[src/rtl/lmcs_pkg.sv]
// ----------------------------------------------------------------------------
// lmcs_pkg: shared types and constants for the led matrix column scanner
// Opcodes, field widths, bank decode and row count helpers.
// ----------------------------------------------------------------------------
package lmcs_pkg;

  localparam int COL_W    = 5;
  localparam int ROW_W    = 3;
  localparam int ROWS     = 8;
  localparam int PAT_W    = 8;
  localparam int DLY_W    = 11;
  localparam int DPR_W    = 8;
  localparam int CNT_W    = 4;
  localparam int BANK_W   = 2;

  // bank boundaries
  localparam logic [COL_W-1:0] BANK0_LAST = 5'd7;
  localparam logic [COL_W-1:0] BANK1_LAST = 5'd15;
  localparam logic [COL_W-1:0] BANK2_LAST = 5'd19;

  typedef enum logic [1:0] {
    OP_PIXEL = 2'd0,
    OP_SCAN  = 2'd1,
    OP_CLEAR = 2'd2,
    OP_NONE  = 2'd3
  } lmcs_op_t;

  typedef enum logic [BANK_W-1:0] {
    BANK_LOW  = 2'd0,
    BANK_MID  = 2'd1,
    BANK_HIGH = 2'd2,
    BANK_OFF  = 2'd3
  } lmcs_bank_t;

  // contents of one column entry
  typedef struct packed {
    logic [PAT_W-1:0] pat;
    logic [DLY_W-1:0] dly;
  } lmcs_entry_t;

  // number of lit rows in a column pattern
  function automatic logic [CNT_W-1:0] lit_count(input logic [PAT_W-1:0] pat);
    logic [CNT_W-1:0] n;
    n = '0;
    for (int b = 0; b < ROWS; b++) begin
      n = n + CNT_W'(pat[b]);
    end
    return n;
  endfunction

  // bank enable code for a column
  function automatic lmcs_bank_t bank_of(input logic [COL_W-1:0] col);
    lmcs_bank_t b;
    if (col <= BANK0_LAST) begin
      b = BANK_LOW;
    end else if (col <= BANK1_LAST) begin
      b = BANK_MID;
    end else if (col <= BANK2_LAST) begin
      b = BANK_HIGH;
    end else begin
      b = BANK_OFF;
    end
    return b;
  endfunction

endpackage

[src/rtl/lmcs_frame_store.sv]
// ----------------------------------------------------------------------------
// lmcs_frame_store: column frame store
// One write port and one registered read port over the per-column pattern
// and off delay, a valid bit per column that a clear resets, and a
// bypass from a write to a read of the same column in the same cycle.
// ----------------------------------------------------------------------------
module lmcs_frame_store
  import lmcs_pkg::*;
#(
  parameter int NUM_COLUMNS = 20,
  parameter int IDX_W       = 5
) (
  input  logic             clk,
  input  logic             rst,
  input  logic             clear,
  input  logic             rd_en,
  input  logic [IDX_W-1:0] rd_addr,
  output lmcs_entry_t      rd_data,
  input  logic             wr_en,
  input  logic [IDX_W-1:0] wr_addr,
  input  lmcs_entry_t      wr_data
);

  lmcs_entry_t            mem [NUM_COLUMNS];
  logic [NUM_COLUMNS-1:0] valid;
  lmcs_entry_t            rd_q;
  logic                   rd_valid;
  logic                   wr_go;
  logic                   fwd;

  // a clear is younger than any write retiring with it
  assign wr_go = wr_en && !clear;
  assign fwd   = wr_go && (wr_addr == rd_addr);

  // valid bits
  always_ff @(posedge clk) begin
    if (rst || clear) begin
      valid <= '0;
    end else if (wr_go) begin
      valid[wr_addr] <= 1'b1;
    end
  end

  // storage write
  always_ff @(posedge clk) begin
    if (wr_go) begin
      mem[wr_addr] <= wr_data;
    end
  end

  // registered read with write bypass
  always_ff @(posedge clk) begin
    if (rd_en) begin
      if (fwd) begin
        rd_q     <= wr_data;
        rd_valid <= 1'b1;
      end else begin
        rd_q     <= mem[rd_addr];
        rd_valid <= valid[rd_addr];
      end
    end
  end

  // a column never written since clear reads as dark
  assign rd_data = rd_valid ? rd_q : '0;

endmodule

[src/rtl/led_matrix_column_scanner_core.sv]
// ----------------------------------------------------------------------------
// led_matrix_column_scanner_core: multiplexed led matrix column scanner
// Column frame store with pixel writes, scan steps and a whole-frame clear.
// ----------------------------------------------------------------------------
// Usage:
//   Input words (in_valid/in_ready) carry an opcode and pixel fields. A pixel
//   write sets or clears one row bit and, unless all rows go dark, refreshes
//   that column's off delay; a clear wipes the frame and the scan pointer;
//   a scan step produces one output word (out_valid/out_ready) for the column
//   under the pointer and advances the pointer, wrapping at NUM_COLUMNS.
//   cfg_we/cfg_data write delay_per_dark_row; write it only while idle.
// Timing:
//   One word accepted per cycle while in_ready is high. A scan word is
//   registered in the read stage, along with its frame store read, when it
//   is accepted; the output register then loads from the read stage once
//   the output can take it. Pixel writes update the store in the cycle
//   after acceptance; a following word reading that column is bypassed, so
//   back-to-back traffic sees every write.
// Reset and stall:
//   rst clears the frame (per-column valid bits), the pointer, the delay
//   register and the pipeline. When out_valid is high and out_ready is low,
//   a scan word waits in the read stage and in_ready drops until it can move.
// ----------------------------------------------------------------------------
module led_matrix_column_scanner_core
  import lmcs_pkg::*;
#(
  parameter int NUM_COLUMNS = 20
) (
  input  logic              clk,
  input  logic              rst,
  input  logic              cfg_we,
  input  logic [DPR_W-1:0]  cfg_data,
  input  logic              in_valid,
  output logic              in_ready,
  input  logic [1:0]        opcode,
  input  logic [COL_W-1:0]  pixel_column,
  input  logic [ROW_W-1:0]  pixel_row,
  input  logic              pixel_on,
  output logic              out_valid,
  input  logic              out_ready,
  output logic [COL_W-1:0]  scan_column,
  output logic [PAT_W-1:0]  row_bits,
  output logic [ROW_W-1:0]  decoder_select,
  output logic [BANK_W-1:0] bank_enable,
  output logic [DLY_W-1:0]  off_delay
);

  localparam int IDX_W = (NUM_COLUMNS > 1) ? $clog2(NUM_COLUMNS) : 1;
  localparam logic [COL_W-1:0] LAST_COL = COL_W'(NUM_COLUMNS - 1);
  localparam logic [COL_W-1:0] NCOL     = COL_W'(NUM_COLUMNS);

  logic [DPR_W-1:0] delay_per_dark_row;
  logic [COL_W-1:0] scan_pointer;

  // read stage registers
  logic             s1_valid;
  logic             s1_scan;
  logic [COL_W-1:0] s1_col;
  logic [ROW_W-1:0] s1_row;
  logic             s1_on;

  lmcs_op_t    op;
  logic        accept;
  logic        acc_pixel;
  logic        acc_scan;
  logic        acc_clear;
  logic        s1_advance;
  logic        out_load;
  logic [COL_W-1:0] rd_col;
  lmcs_entry_t rd_data;
  lmcs_entry_t wr_data;
  logic        wr_en;
  logic [PAT_W-1:0] new_pat;
  logic [CNT_W-1:0] dark_rows;
  logic [CNT_W+DPR_W-1:0] dark_prod;

  // input decode
  assign op        = lmcs_op_t'(opcode);
  assign accept    = in_valid && in_ready;
  assign acc_pixel = accept && (op == OP_PIXEL) && (pixel_column < NCOL);
  assign acc_scan  = accept && (op == OP_SCAN);
  assign acc_clear = accept && (op == OP_CLEAR);

  // pipeline flow
  assign out_load   = s1_valid && s1_scan && (!out_valid || out_ready);
  assign s1_advance = !s1_valid || !s1_scan || out_load;
  assign in_ready   = s1_advance;

  // configuration register
  always_ff @(posedge clk) begin
    if (rst) begin
      delay_per_dark_row <= '0;
    end else if (cfg_we) begin
      delay_per_dark_row <= cfg_data;
    end
  end

  // scan pointer, moved at acceptance
  always_ff @(posedge clk) begin
    if (rst || acc_clear) begin
      scan_pointer <= '0;
    end else if (acc_scan) begin
      scan_pointer <= (scan_pointer >= LAST_COL) ? '0 : scan_pointer + 1'b1;
    end
  end

  // read stage
  always_ff @(posedge clk) begin
    if (rst) begin
      s1_valid <= 1'b0;
    end else if (s1_advance) begin
      s1_valid <= acc_pixel || acc_scan;
    end
  end

  always_ff @(posedge clk) begin
    if (accept) begin
      s1_scan <= acc_scan;
      s1_col  <= rd_col;
      s1_row  <= pixel_row;
      s1_on   <= pixel_on;
    end
  end

  assign rd_col = acc_scan ? scan_pointer : pixel_column;

  // pixel update and off delay compensation
  always_comb begin
    new_pat = rd_data.pat;
    new_pat[s1_row] = s1_on;
  end

  assign dark_rows = CNT_W'(ROWS) - lit_count(new_pat);
  assign dark_prod = dark_rows * delay_per_dark_row;
  assign wr_en     = s1_valid && !s1_scan;

  always_comb begin
    wr_data.pat = new_pat;
    wr_data.dly = (new_pat != '0) ? dark_prod[DLY_W-1:0] : rd_data.dly;
  end

  lmcs_frame_store #(
    .NUM_COLUMNS (NUM_COLUMNS),
    .IDX_W       (IDX_W)
  ) u_store (
    .clk     (clk),
    .rst     (rst),
    .clear   (acc_clear),
    .rd_en   (acc_pixel || acc_scan),
    .rd_addr (rd_col[IDX_W-1:0]),
    .rd_data (rd_data),
    .wr_en   (wr_en),
    .wr_addr (s1_col[IDX_W-1:0]),
    .wr_data (wr_data)
  );

  // output register
  always_ff @(posedge clk) begin
    if (rst) begin
      out_valid <= 1'b0;
    end else if (out_load) begin
      out_valid <= 1'b1;
    end else if (out_ready) begin
      out_valid <= 1'b0;
    end
  end

  always_ff @(posedge clk) begin
    if (out_load) begin
      scan_column    <= s1_col;
      row_bits       <= rd_data.pat;
      decoder_select <= s1_col[ROW_W-1:0];
      bank_enable    <= bank_of(s1_col);
      off_delay      <= rd_data.dly;
    end
  end

  // checks
  a_ptr_range: assert property (@(posedge clk) disable iff (rst)
    scan_pointer < NCOL)
    else $error("scan pointer out of range");

  a_clear_ptr: assert property (@(posedge clk) disable iff (rst)
    acc_clear |=> (scan_pointer == '0) && !s1_valid)
    else $error("clear did not reset pointer and read stage");

  a_stall_hold: assert property (@(posedge clk) disable iff (rst)
    (s1_valid && s1_scan && out_valid && !out_ready) |-> !in_ready)
    else $error("input taken while a scan word is blocked");

  a_scan_out: assert property (@(posedge clk) disable iff (rst)
    acc_scan && s1_advance && !(s1_valid && s1_scan) && (!out_valid || out_ready)
      |=> s1_valid && s1_scan)
    else $error("accepted scan word lost from read stage");

endmodule
[config.mk]
export PLATFORM = sky130hd
export DESIGN_NAME = led_matrix_column_scanner_core
export DESIGN_NICKNAME = d
export VERILOG_FILES = /design/src/rtl/lmcs_pkg.sv /design/src/rtl/lmcs_frame_store.sv /design/src/rtl/led_matrix_column_scanner_core.sv
export SDC_FILE = /design/constraint.sdc
export NUM_CORES = 1
export LEC_CHECK = 0
export BUFFER_PORTS_ARGS = -buffer_cell sky130_fd_sc_hd__buf_2
export CAP_MARGIN = 20
export CORE_ASPECT_RATIO = 0.6
export CORE_MARGIN = 2
export CORE_UTILIZATION = 50
export CTS_BUF_LIST = sky130_fd_sc_hd__clkbuf_4 sky130_fd_sc_hd__clkbuf_8
export CTS_CLUSTER_DIAMETER = 40
export DETAILED_ROUTE_END_ITERATION = 10
export PLACE_DENSITY = 0.66
export SETUP_SLACK_MARGIN = 0.5
export SLEW_MARGIN = 0
export SYNTH_ARGS = -nofsm -noshare
export SYNTH_HDL_FRONTEND = slang
export SYNTH_SLANG_ARGS = --single-unit
[constraint.sdc]
create_clock -name clk -period 8 [get_ports clk]
set_input_delay 0.4 -clock clk [delete_from_list [all_inputs] [get_ports clk]]
set_output_delay 0.4 -clock clk [all_outputs]
set_load 0.05 [all_outputs]
* Word-level counts from Yosys, hierarchy flattened
Memory sizes are Yosys's and may differ from the RTL's. A register that Yosys moved wholly into a read port is not among the register bits. Index checks and enable logic that the tools add are counted.
Word-level totals: memories 1, bits in writable memories 380, register bits after elaboration 75
Memories:
- u_store.mem | words 20, bits a word 19, read ports 1, clocked after Yosys merged registers in 1, write ports 1, RTL line lmcs_frame_store.sv:24 | lmcs_entry_t mem [NUM_COLUMNS];
Operators by class: multiply operators 1, bitwise logic cells 1, magnitude comparators 10, reductions and logical operators 25, add/sub/neg operators 9, multiplexer cells 17, eq/ne operators 3
Operator list (count):
- bitwise OR 20 bit | 1
- 2-to-1 mux 19 bit | 1
- adder 4 x 1 -> 4 bit | 4
- logical AND 1 bit | 12
- less-than comparator 5 x 6 -> 1 bit, second input constant | 2
- multiplier 4 x 8 -> 11 bit | 1
- 2-to-1 mux 11 bit | 1
- 2-to-1 mux 5 bit | 2
- 2-to-1 mux 1 bit | 9
- bitwise mux 8 bit | 1
- nonzero test 8 bit | 1
- adder 5 x 1 -> 5 bit, second input constant | 1
- binary-select mux 1 bit (select 5 bit) | 1
- demux 1 bit (select 5 bit) | 1
- == test 5 bit | 1
- >= comparator 5 x 1 -> 1 bit, second input constant | 1
- >= comparator 5 bit, second input constant | 1
- <= comparator 5 x 3 -> 1 bit, second input constant | 1
- <= comparator 5 x 4 -> 1 bit, second input constant | 1
- <= comparator 5 bit, second input constant | 1
- logical OR 1 bit | 5
- less-than comparator 5 bit, second input constant | 1
- adder 3 x 1 -> 4 bit | 1
- zero test 1 bit | 4
- other kinds (11) | 11

* Depth between registers and ports, before layout
Gate-level depths: netlist (run 1).
depth in word-level cells 15, depth in mapped cells 25

* Hierarchy
Synthesis (run 1) repeated with hierarchy kept, for this count alone.
Unflattened totals: cells, all modules 1121, area, all modules 19916.6 um2
By module, submodules not included:
- lmcs_frame_store | cells each 819, area each 16618.4 um2, sequential area each 12411.9 um2, instances 1
- led_matrix_column_scanner_core | cells each 302, area each 3298.2 um2, sequential area each 1381.3 um2, instances 1

* Worst setup path after synthesis (run 1)
No wires, ideal clock.
path type reg2reg, from register s1_row[0] (netlist name), to register u_store.rd_q[9] (netlist name), data arrival time 6.524 ns, clock period less this slack 6.659 ns, stages on the path, launching flop included 25, slack 1.341 ns, setup time 0.135 ns, required time 7.865 ns, buffers on the path 1, cells stage by stage edfxtp_1 clkbuf_1 nor3b_1 mux2i_1 inv_1 fa_1 inv_1 ha_1 fa_1 inv_1 fa_1 inv_1 ha_1 and2_1 fa_1 inv_1 fa_1 inv_1 ha_1 a211oi_1 nor2_1 o41ai_1 xor2_1 a21oi_1 mux2_2

==> impl_metrics.yaml, run 1 <==
die:
  io_pins: 55
  fp-row-count: 56
  initial_utilization_pct: 50.4
  core_mm2: 0.0389
  die_area_mm2: 0.0409
  die_x_um: 260
  chipHeight_um: 157
logic_synthesis:
  yosysTopAreaCell: "edfxtp_1"
  synth-simple-area-share_pct: 6.87
  synth_edf_count: 436
  synth.area.mux_share_pct: 9.40
  synthTopCellsByCount: "edfxtp_1, nand2_1, mux2i_1"
  synth.most_common_cell: "edfxtp_1"
  synth_area_leaders: "edfxtp_1, mux4_2, dfxtp_1"
  synth_compound_area_share_pct: 7.23
  avgSynthCellArea_um2: 16.1
  synth_xor_area_share_pct: 0.715
  synth_fa_ha_area_share_pct: 2.91
  synth_top_family_by_area: "multiplexers"
  synth_warnings: 0
  syn_nets: 1278
  synth.distinct_cells: 62
  yosysSeqAreaShare_pct: 70.4
  synth_top_area_share_pct: 66.8
  ys_ff_latch: 471
  async_flop_share_pct: 0
  syn_inst: 1218
  syn_area_mm2: 0.0196
  ys.flop_type: "edfxtp_1"
grt:
  grt_antenna_before_repair: 0
  grt_max_degree: 87
  grt_usage_pct: 24.2
  grt_pass1_wl_mm: 71.5
  grt_overflow: 0
  grt_pass1_vias: 10896
setup_path:
  critPathSlowestCell: "fa_1"
  cp.arrival_ps: 7470
  slowest_delay_ps: 550
  cp_cell_sequence: "nor3b_1, mux2i_2, clkinvlp_4, fa_1, inv_1, ha_1, fa_1, inv_1, fa_1, inv_1, ha_1, nand2_1, fa_1, inv_1, fa_1, inv_1, fa_1, nor2b_1, o21ai_0, a21oi_1, nor2_1, xor2_1, mux2_2, inv_1"
  required_ps: 8340
  worstSetupPathType: "register to register"
  worstSetupEndpointType: "register"
  path_max_fanout: 20
  r2r_setup_slack_ps: 870
  critPathLaunchType: "register"
sta:
  fin_ws_ps: 872
  finalMaxSlewViolations: 0
  hold_viol: 0
  post-route-period-util_pct: 89.1
  period_needed_ps: 7130
  setup_tns_ps: 0
  hold_slack_ps: 29.2
  worstMarginPinSlew_ps: 1110
  finalClockSkew_ps: 22.0
  rsz0062_at_grt: "no"
  slew_headroom_pct: 26.1
  fmax_ghz: 0.140
  setup_viol: 0
placed_design:
  placedCellCount: 1762
  dp_hpwl_mm: 27.3
  portBuffers: 54
  pre_cts_ws_ps: 730
  gp_congestion: 0.848
route:
  dr.pass1.iters: 5
  dr.first_iter.drc_count: 1548
  drt-vias-per-instance: 6.05
  drtAntennaViolNets: 0
  wirelength_mm: 49.1
  num_vias: 11459
  wl_per_cell_um: 25.9
  drc: 0
clock_network:
  clock_path_buffers: 3
  clkSinkCount: 471
  clkLatencyLatePin_ps: 630
  cts_tree: "done"
  numCtsBuffers: 68
  cts_htree_levels: 3
  cts_root_buffer: "clkbuf_8"
  clk_pin_slew_ps: 70
run:
  maxCapViolations: 0
power_and_ir_drop:
  powerDensity_mw_per_mm2: 238
  vdd_ir_drop_max_uv: 147
  p_total_w: 0.00525
  leakage_nw: 7.68
final_layout:
  area_growth_pct: 12.6
  layout.nets: 1385
  fin_cells: 1894
  drive_above_1_share_pct: 21.9
  antenna_cells: 0
outcome:
  status: "complete, no violations"
hold_path:
  hp-class: "input port to register"
## power by group
part	internal (W)	total (W)	leakage, nW	switching [W]
logic	0.000183	0.000552	2.79	0.000369
registers	0.00281	0.00283	4.22	0.0000149
clock network	0.000959	0.00187	0.674	0.000909
total	0.00396	0.00525	7.68	0.00129
## worst paths after layout
kind	startpoint	end	cells past startpoint
setup / recovery	s1_row[1]	u_store.mem[7][8]	24
hold / removal	cfg_data[7]	delay_per_dark_row[7]	3
setup reg to reg	s1_row[1]	u_store.mem[7][8]	24
hold reg to reg	u_store.valid[16]	u_store.valid[16]	1
## flip-flops by register name, summed over array words and instances (netlist names), 5 cells and up
signal              count
delay_per_dark_row      8
off_delay              11
row_bits                8
s1_col                  5
scan_column             5
scan_pointer            5
u_store.mem           380
u_store.rd_q           19
u_store.valid          20
## critical path, delay by kind of cell, from the launching register on
family / cells / cell delay, ps
xor+xnor: 1 / 140
simple gates: 4 / 700
flops: 1 / 490
buf+inv: 7 / 890
compound gates: 2 / 340
fa+ha+maj: 8 / 3560
mux: 2 / 710
## final cells by class
cell class | instances | area [µm²]
inverter | 48 | 199
timing repair buffer | 101 | 663
clock buffer | 96 | 1190
sequential | 471 | 13800
timing repair inverter | 2 | 10.0
fill | 3075 | 16800
clock inverter | 21 | 108
multi-input combinational | 633 | 5450
tap | 522 | 653
## routing by layer
metal / vias up / share of wire [%] / GRT usage [%]
li1: 4962 / - / -
met1: 5849 / 46 / 37.8
met2: 571 / 43 / 34.4
met3: 77 / 9.8 / 5.43
met4: 0 / 1.7 / 6.08
met5: - / 0 / 0
## through the flow
stage | util [%] | cell area (µm²)
CTS | 56.5 | 22000
detailed placement | 53.0 | 20600
global route | 56.8 | 22100
finish | 56.8 | 22100
floorplan | - | 19600
global placement | 53.0 | 20600
## placed cells by master (no fill, tap or decap), types with 10 or more instances in the layout
master and instances:
o21a_1 23, o22ai_1 15, nand2_1 97, and2_1 33, fa_1 16, mux2_2 12, a22o_1 15, clkinv_1 12
edfxtp_1 436, a211oi_1 23, buf_2 54, and3_1 41, mux2i_1 65, clkbuf_4 21, ha_1 20, a2111oi_0 20
dfxtp_1 35, o32ai_1 10, mux4_2 44, nor2_1 30, clkbuf_8 75, a21oi_1 11, buf_4 38, a31oi_1 17
nor2b_1 10, a311oi_1 15, inv_1 40
## kinds of logic after synthesis
group	Yosys count
fa+ha+maj	36
buf+inv	114
flops	471
mux	125
xor+xnor	16
compound gates	185
simple gates	271
## what timing repair did
item,4_1_cts,5_1_grt
setup buffers,0,4
setup endpoints to repair,0,41
endpoints found under the hold margin,8,0
resized for setup,0,5
hold buffers,8,0
No activity file was read; power rests on OpenSTA's default activity.
==> run 2, diff against run 1 <==
- ABC_AREA: not set -> 1
- SKIP_LAST_GASP: not set -> 1
==> run 2 against run 1 <==
Against the previous run: hold slack lost 3.7 ps; wire length grew 22%; critical path depth grew 5; cell area grew 7.3%; final cell count grew 43%; critical path type unchanged; largest cell class unchanged; fmax grew 3.2%; sequential power grew 5%; largest power group unchanged.
==> impl_metrics.yaml, run 2 <==
final_layout:
  antenna_cells: 0
  area_growth_pct: 10.2
  final_common_cell: "nand2_1"
  largestRegisters: "u_store.mem: 380 flops, u_store.valid: 20 flops, u_store.rd_q: 19 flops"
  regMostFlops: "u_store.mem"
  final_cell_mix: "nand2_1, edfxtp_1, nand3_1"
  drive_above_1_share_pct: 11.0
  largest_register_ffs: 380
  fillers: 3595
  fin_area_mm2: 0.0237
  layout.nets: 2156
  fin_cells: 2709
setup_path:
  cp.arrival_ps: 7390
  worstSetupEndpointType: "register"
  rr_worst_depth: 29
  cp_top_family: "adder cells"
  cp.buffers_inverters: 9
  slowest_delay_ps: 590
  critPathLaunchType: "register"
  required_ps: 8480
  worst-path-stages: 29
  worstSetupPathType: "register to register"
  path_max_fanout: 23
  critPathSlowestCell: "a21oi_1"
clock_network:
  cts_htree_levels: 3
  clk_pin_slew_ps: 70
  clkLatencyLatePin_ps: 620
  cts_tree: "done"
  cts_root_buffer: "clkbuf_8"
  numCtsBuffers: 68
  postCtsSetupRepairBufs: 0
  clkSinkCount: 471
  clock_path_buffers: 3
  cts_hold_buffers: 5
  cts-resized-gates: 0
route:
  drc: 0
  wirelength_mm: 59.9
  num_vias: 15141
  drtAntennaViolNets: 0
  dr.pass1.iters: 6
  wl_per_cell_um: 22.1
  drt-vias-per-instance: 5.59
  dr.first_iter.drc_count: 2360
placed_design:
  placedCellCount: 2589
  place_area_mm2: 0.0223
  gp_congestion: 0.877
  portBuffers: 54
  dp_hpwl_mm: 32.2
logic_synthesis:
  ys_ff_latch: 471
  syn_inst: 2037
  synth_warnings: 0
  yosysTopAreaCell: "edfxtp_1"
  syn_area_mm2: 0.0215
  synth_area_leaders: "edfxtp_1, nand2_1, nand3_1"
  avgSynthCellArea_um2: 10.5
  syn_nets: 2097
  ys.flop_type: "edfxtp_1"
  synth.most_common_cell: "nand2_1"
  synth_edf_count: 436
  synth_top_area_share_pct: 60.9
  synth.distinct_cells: 42
  synthTopCellsByCount: "nand2_1, edfxtp_1, nand3_1"
  yosysSeqAreaShare_pct: 64.2
  async_flop_share_pct: 0
sta:
  setup_viol: 0
  finalMaxSlewViolations: 0
  setup_tns_ps: 0
  slew_headroom_pct: 17.2
  period_needed_ps: 6910
  hold_viol: 0
  fmax_ghz: 0.145
  rsz0062_at_grt: "no"
  worstMarginPinSlew_ps: 1240
  post-route-period-util_pct: 86.3
  finalClockSkew_ps: 20.4
power_and_ir_drop:
  leakage_nw: 9.65
  powerDensity_mw_per_mm2: 243
  vdd_ir_drop_max_uv: 139
grt:
  grt_antenna_before_repair: 1
  gr-usage-met1_pct: 40.2
  grt_pass1_wl_mm: 89.1
  grtUsageMet2_pct: 40.5
  grt_usage_pct: 27.2
  grt_pass1_vias: 14378
  grt_max_degree: 107
  grt_overflow: 0
  grt_use_met3_pct: 6.50
  grt.busiest_layer: "met2"
die:
  io_pins: 55
  initial_utilization_pct: 51.0
  core_mm2: 0.0422
  die_x_um: 272
  chipHeight_um: 165
  die_area_mm2: 0.0447
  fp-row-count: 58
hold_path:
  hold_depth: 1
  hp-class: "input port to register"
outcome:
  status: "complete, no violations"
run:
  maxCapViolations: 0
[run 2: changes by cell type after synthesis, sizes merged, moves of 23 or more]
cell    change
nand2     +368
mux4       -44
inv       +251
o21ai      +46
nand3     +307
and2       -34
a21oi      +42
nor2       +37
and3       -41
buf        +57
mux2i      -69
nand3b     +77
a211oi     -23
[run 2: per-stage QoR]
stage,setup slack [ps],hold slack [ps],power (W),utilization (%)
final,1090,25.5,0.00575,56.1
after global routing,667,2.15,0.00598,56.1
after CTS,1170,2.32,0.00576,56.0
after detailed placement,1180,445,0.00395,53.0
after global placement,1010,439,0.00392,53.0
after floorplan,937,432,0.00360,-
[run 2: per-layer routing]
metal | part of all wire (%) | wire (µm)
met1 | 44 | 26300
met2 | 43 | 26000
met3 | 11 | 6580
met4 | 1.6 | 954
met5 | 0 | 0
[run 2: logic make-up after synthesis]
kind of cell	after synthesis	share of synthesized area [%]
and+or+nand+nor	957	20.4
DFF	471	64.2
buffers and inverters	410	8.17
AOI/OAI and AO/OA	154	4.20
adders and majority gates	36	2.66
xor gates and xnor gates	9	0.367
[run 2: worst paths after layout]
check / end / slack, ps / startpoint
hold reg to reg: u_store.valid[8] / 460 / u_store.valid[8]
setup reg to reg: u_store.rd_q[8] / 1090 / u_store.rd_valid
setup / recovery: u_store.rd_q[8] / 1090 / u_store.rd_valid
hold / removal: s1_on / 30 / pixel_on
[run 2: power by group]
| part | total [W] | switching [W] | internal (W) |
|---|---|---|---|
| Combinational | 0.000953 | 0.000703 | 0.000251 |
| Clock | 0.00183 | 0.000903 | 0.000931 |
| Sequential | 0.00296 | 0.0000131 | 0.00295 |
| Total | 0.00575 | 0.00162 | 0.00413 |
[run 2: layout make-up]
cell class | count | area (µm²) | share of cell area, %
Sequential cell | 471 | 13800 | 58.3
Timing Repair Buffer | 100 | 661 | 2.79
Clock inverter | 22 | 119 | 0.502
Clock buffer | 91 | 1110 | 4.71
Multi-Input combinational cell | 1156 | 6150 | 26.0
Inverter | 299 | 1130 | 4.76
Tap cell | 570 | 713 | 3.01
[run 2: worst register-to-register path: cells and delay by family, from the launching register on]
family                     cells  cell delay [ps]
and+or+nand+nor                7              700
xor gates and xnor gates       1               60
buffers and inverters          9             1230
adders and majority gates      8             3510
DFF                            1              320
AOI/OAI and AO/OA              4              970
==> run 3, diff against run 2 <==
- CAP_MARGIN: 20 -> not set
- CTS_BUF_LIST: sky130_fd_sc_hd__clkbuf_4 sky130_fd_sc_hd__clkbuf_8 -> sky130_fd_sc_hd__clkbuf_4
- REMOVE_ABC_BUFFERS: not set -> 1
==> run 3 against run 2 <==
Against the previous run: die area is the same; sequential power is essentially flat; via count grew 0.23%; hold slack gained 67 ps; register-to-register slack gained 110 ps; combinational power shrank 3.4%; sequential share of layout area shrank 0.46 points; clock power grew 7%; global-route usage shrank 0.96 points; highest routed layer is now met5.
==> impl_metrics.yaml, run 3 (synthesis gave the netlist of run 2 again) <==
die:
  fp-row-count: 58
  die_area_mm2: 0.0447
  core_mm2: 0.0422
  initial_utilization_pct: 51.0
  io_pins: 55
  chipHeight_um: 165
  die_x_um: 272
placed_design:
  dp_hpwl_mm: 31.4
  placedCellCount: 2582
  gp_congestion: 0.858
  portBuffers: 54
  pre_cts_ws_ps: 880
clock_network:
  clkSinkCount: 471
  cts_htree_levels: 3
  clkLatencyLatePin_ps: 830
  cts_root_buffer: "clkbuf_4"
  postCtsSetupRepairBufs: 0
  clock_path_buffers: 3
  clk_pin_slew_ps: 70
  cts_tree: "done"
  numCtsBuffers: 104
grt:
  grt_usage_pct: 26.2
  grt_max_degree: 88
  grt.busiest_layer: "met2"
  gr-usage-met1_pct: 37.7
  grt_pass1_vias: 14458
  grt_overflow: 0
  grtUsageMet2_pct: 39.5
  grt_pass1_wl_mm: 86.7
  grt_use_met3_pct: 6.69
  grt_antenna_before_repair: 1
power_and_ir_drop:
  leakage_nw: 9.84
  p_seq_share_pct: 50.8
  powerDensity_mw_per_mm2: 244
  pwr-share-comb_pct: 15.8
  intPower_w: 0.00419
  pwr-share-clk_pct: 33.4
  vdd_ir_drop_max_uv: 168
  netSwitchingPower_w: 0.00164
  swShare_pct: 28.2
final_layout:
  drive_above_1_share_pct: 13.9
  layout.nets: 2194
  utilization_pct: 56.6
  regMostFlops: "u_store.mem"
  largest_register_ffs: 380
  area_growth_pct: 11.1
  final_common_cell: "nand2_1"
  fin_cells: 2791
  largestRegisters: "u_store.mem: 380 flops, u_store.valid: 20 flops, u_store.rd_q: 19 flops"
  fillers: 3521
  final_cell_mix: "nand2_1, edfxtp_1, nand3_1"
sta:
  setup_tns_ps: 0
  finalClockSkew_ps: 51.3
  fin_ws_ps: 1200
  finalMaxSlewViolations: 0
  hold_viol: 0
  rsz0062_at_grt: "no"
  setup_viol: 0
  hold_slack_ps: 92.8
  fmax_ghz: 0.147
  worstMarginPinSlew_ps: 1400
  post-route-period-util_pct: 85.0
  slew_headroom_pct: 5.99
  period_needed_ps: 6800
setup_path:
  worstSetupEndpointType: "register"
  worstSetupPathType: "register to register"
  cp.arrival_ps: 7290
  required_ps: 8480
  critPathLaunchType: "register"
  path_max_fanout: 23
outcome:
  status: "complete, no violations"
route:
  drtAntennaViolNets: 0
  wirelength_mm: 57.9
  drt-vias-per-instance: 5.44
  dr.pass1.iters: 6
  num_vias: 15176
  drc: 0
  dr.first_iter.drc_count: 1786
  wl_per_cell_um: 20.7
run:
  maxCapViolations: 0
hold_path:
  hp-class: "input port to register"
-- run 3: changes by cell type in the layout (fill, tap and decap cells not counted), moves of 2 or more --
cell           delta
buf_4             -7
dlygate4sd3_1    +11
clkbuf_8         -69
o21ai_1           -2
clkbuf_4        +149
o21ai_2           +2
-- run 3: final timing paths --
| kind | startpoint | to | slack, ps | cells after the start |
|---|---|---|---|---|
| setup / recovery | s1_row[0] | u_store.mem[7][8] | 1200 | 25 |
| hold / removal | cfg_we | delay_per_dark_row[0] | 90 | 3 |
| setup reg to reg | s1_row[0] | u_store.mem[7][8] | 1200 | 25 |
| hold reg to reg | u_store.valid[4] | u_store.valid[4] | 460 | 1 |
-- run 3: area by class of cell --
class,count,area (µm²),area share [%]
tap,570,713,2.99
antenna,1,2.50,0.0105
clock buffer,171,1280,5.38
clock inverter,21,115,0.482
multi-input combinational,1156,6160,25.8
timing repair buffer,102,671,2.81
sequential,471,13800,57.8
inverter,299,1130,4.72
-- run 3: what timing repair did --
action                                 CTS  global route
gates resized for setup                  0             1
hold buffers                            16             0
endpoints found under the hold margin   14             0
setup endpoints to repair                0            21
-- run 3: routing by layer --
layer / part of all wire (%) / wire length [µm]
met1: 43 / 25000
met2: 44 / 25300
met3: 11 / 6290
met4: 2.1 / 1190
met5: 0.093 / 54
-- run 3: critical path: stages (launching register included) --
cell and delay [ps]:
edfxtp_1 460, inv_1 160, nand3_1 120, nand2_1 70, o21ai_1 50, buf_4 220
fa_1 600, inv_1 50, ha_1 210, fa_1 510, inv_1 60, fa_1 410
inv_1 70, ha_1 360, nand2_1 140, fa_1 550, inv_1 50, fa_1 560
inv_1 70, fa_1 450, nand3b_1 190, a21oi_1 210, o21ai_0 100, nand2_1 80
xor2_1 70, a21oi_2 630
-- run 3: through the flow --
stage | power [W] | area [µm²]
5_1_grt | 0.00609 | 23900
2_1_floorplan | 0.00358 | 20900
3_3_place_gp | 0.00390 | 22300
4_1_cts | 0.00584 | 23900
3_5_place_dp | 0.00392 | 22300
6_report | 0.00583 | 23900
-- run 3: power by group through the flow --
stage / Clock, W / Sequential (W) / Combinational [W]
after CTS: 0.00196 / 0.00296 / 0.000913
after global placement: 0 / 0.00302 / 0.000884
after global routing: 0.00210 / 0.00296 / 0.00102
after floorplan: 0 / 0.00303 / 0.000552
after detailed placement: 0 / 0.00302 / 0.000903
final: 0.00195 / 0.00296 / 0.000921
